## src/hw/rtl/gst_ram.sv

```systemverilog
// ----------------------------------------------------------------------------
// gst_ram
// Generic simple dual-port RAM, one write port, one registered read port.
// ----------------------------------------------------------------------------
module gst_ram #(
  parameter int WIDTH = 8,
  parameter int DEPTH = 64
) (
  input  logic                     clk,
  input  logic                     we,
  input  logic [$clog2(DEPTH)-1:0] waddr,
  input  logic [WIDTH-1:0]         wdata,
  input  logic [$clog2(DEPTH)-1:0] raddr,
  output logic [WIDTH-1:0]         rdata
);

  logic [WIDTH-1:0] mem [DEPTH];

  // write port and registered read
  always_ff @(posedge clk) begin
    if (we) begin
      mem[waddr] <= wdata;
    end
    rdata <= mem[raddr];
  end

endmodule

```

## config.mk

```make
export PLATFORM = sky130hd
export DESIGN_NAME = gst_ram
export DESIGN_NICKNAME = d
export VERILOG_FILES = /design/src/hw/rtl/gst_ram.sv
export SDC_FILE = /design/constraint.sdc
export NUM_CORES = 1
export LEC_CHECK = 0
export ABC_AREA = 1
export BUFFER_PORTS_ARGS = -buffer_cell sky130_fd_sc_hd__clkbuf_2
export CORE_MARGIN = 10
export CORE_UTILIZATION = 67
export DETAILED_ROUTE_END_ITERATION = 6
export PLACE_DENSITY = 0.84
export SLEW_MARGIN = 20
export SYNTH_ARGS = -nofsm -noshare
export SYNTH_HDL_FRONTEND = slang
export SYNTH_SLANG_ARGS = --single-unit
```

## constraint.sdc

```tcl
create_clock -name clk -period 5.09 [get_ports clk]
set_input_delay 0.509 -clock clk [delete_from_list [all_inputs] [get_ports clk]]
set_output_delay 0.509 -clock clk [all_outputs]
set_load 0.01 [all_outputs]
```

==> results.md <==
* Utilization after layout at 0.730
* Root buffer cell: clkbuf_16
* Failing checks: design-rule violations
* Worst slew pin tran at 1.12 ns
* Vias per inst at 6.40
* I/O Buffers at 29
* Num CTS Buffers at 50
* Lkg Pwr at 0.00828 µW
* Maximum fanout along the worst path at 97
* CTS tree: built
* Inst Count DP at 2146
* Largest net degree at the start of global routing at 160
* Power density cells at 387 nW/µm²
* P_sw at 1980 µW
* Die area at 39400 µm²
* RSZ-0062 raised after global routing: false
* CP max stage delay at 0.94 ns
* Sequential fraction of the synthesis area at 0.728
* Slowest cell on the critical path: inv_4
* HP Class: in2reg
* Max-slew violation count at 0
* Seq pwr share at 0.535
* Layout overhead on the synthesized area at 7.65%
* Syn_nets at 1827
* Worst rel slew slack at 0.250
* Post-CTS setup repair buffer count at 0
* Critical path, cell by cell: buf_4 > inv_4 > buf_4 > nand3_1 > nand3_1 > nand2_1 > nand2_1 > nand3_1 > nand3_1 > nand2_1
* Net Sw Frac at 0.222
* Layout Cells excl Fill at 2239
* Tcrit/Tclk final at 0.526
* Fillers at 1976
* Row count at 65
* Crit path capture type: register
* Initial DRC count at 2365
* Worst path arrival time at 3.14 ns
* First-pass GRT wire length at 78.0 mm
* TNS Setup at 0 ns
* Mapped Area at 21300 µm²
* Routed Antenna Nets at 0
* Max_cap viols at 0
* Part of the power in the clock network at 0.404
* Worst hold margin at 0.351 ns
* CTS Hold Buffers Added at 0
* Die height at 198 µm
* Cells after synthesis at 1805
* Area of the core at 31500 µm²
* Vias in the first global route at 13668
* CP most frequent cell: nand3_1
* Final hold violation count at 0
* DRC at 13
* Combinational Power Share at 0.061
* Syn_area_per_cell at 11.8 µm²
* Yosys cell types at 16
* WL per Instance at 22.8 µm
* Max IR drop VDD at 0.448 mV
* Synth Register Bits at 520
* Dpl hpwl at 28.0 mm
* GRT Util Overall at 0.258
* Overflow after GRT at 0
* Pre-CTS WS at 1.88 ns
* Die Width at 198 µm
* P_int at 6910 µW
* Final nets at 1818
* WL final at 51.0 mm
* Final min period at 2.68 ns
* Initial antenna violation count at 0
* Setup WS post-layout at 2.41 ns
* Req. time, crit path at 5.55 ns
* Routability cong. at 0.913
* Crit Path Category: in2reg
* Antenna Cells at 0
* CTS clock-pin slew for the worst setup and hold paths at 0.06 ns
* Final setup fails at 0
* Htree depth at 2
* Synth warnings at 0
* Max Buffers Root-to-Sink at 3
* Via total after detailed routing at 14327
* Fmax achieved at 373 MHz
* Worst setup SP type: primary input
* Setup Skew at 0.0143 ns
* Drt first pass iters at 7
* Status: complete, but fails checks
* Num ports at 30
* Post-CTS sizing at 0
* Starting density of the core at 0.678
* Share of cells above drive strength 1 at 0.0708
* Worst skew pair latency at 0.57 ns
* Clock sink count at 520
[cell families after synthesis]
logic type / after synthesis / share of synthesized area
buffers and inverters: 125 / 0.0402
DFF: 520 / 0.728
and+or+nand+nor: 1160 / 0.232
[worst max-delay path: cells and delay by family]
| family | cells | cell delay [ns] |
|---|---|---|
| AND/OR/NAND/NOR | 7 | 0.77 |
| buffers and inverters | 3 | 1.78 |
[power groups by stage]
| stage | sequential [µW] | clock, µW | combinational (µW) |
|---|---|---|---|
| after floorplan | 4840 | 0 | 333 |
| after global placement | 4840 | 0 | 507 |
| after detailed placement | 4850 | 0 | 521 |
| after CTS | 4750 | 3590 | 525 |
| after global routing | 4760 | 3750 | 581 |
| final | 4760 | 3590 | 538 |
[path summary, 6_finish.rpt]
kind | from | end | slack, ns | cells after the start
hold reg to reg | mem[21][1] | rdata[1] | 0.84 | 8
setup reg to reg | mem[6][6] | rdata[6] | 3.62 | 8
hold / removal | raddr[5] | rdata[2] | 0.35 | 3
setup / recovery | raddr[1] | rdata[5] | 2.41 | 10
[area by class of cell]
type | instances | area (µm²) | area share
sequential | 520 | 15500 | 0.676
multi-input combinational | 1160 | 4950 | 0.215
clock buffer | 67 | 1410 | 0.0613
tap | 402 | 503 | 0.0219
timing repair buffer | 52 | 339 | 0.0148
clock inverter | 26 | 184 | 0.00801
inverter | 12 | 55.1 | 0.00240
[state kept, by name, indices dropped and copies added, names as in the netlist]
| register | count |
|---|---|
| mem | 512 |
| rdata | 8 |
[routing by layer]
metal / share of wire / vias up / GRT usage
met3: 0.12 / 188 / 0.0500
li1: - / 6323 / -
met5: 0 / - / 0
met1: 0.37 / 6768 / 0.353
met2: 0.47 / 1048 / 0.404
met4: 0.040 / 0 / 0.103
[layout by cell type, fill, tap and decap left out, types with 11 or more instances in the layout]
master     synthesis  routed
nand3_1          439     439
nand2_1          648     648
clkbuf_16          0      53
edfxtp_1         512     512
nor2_1            56      56
buf_4             14      23
clkbuf_1          15      11
clkinv_2           0      13
clkbuf_2           0      27
[per-stage QoR]
stage                     instance area [µm²]  total power (µW)
after floorplan                         21300              5180
after global placement                  21400              5350
after detailed placement                21400              5370
after CTS                               23000              8870
after global routing                    23000              9090
final                                   23000              8880
[cell usage after synthesis]
cell	number	area (µm²)
nand2_1	648	2430
edfxtp_1	512	15400
nand3_1	439	2200
nor2_1	56	210
buf_2	37	185
buf_6	35	394
clkbuf_1	15	56.3
buf_4	14	105
buf_1	10	37.5
inv_1	10	37.5
nand4_1	9	56.3
dfxtp_1	8	160
nor4_1	8	50.1
buf_8	2	30.0
inv_2	1	3.75
inv_6	1	8.76
No activity file was read; power rests on OpenSTA's default activity.
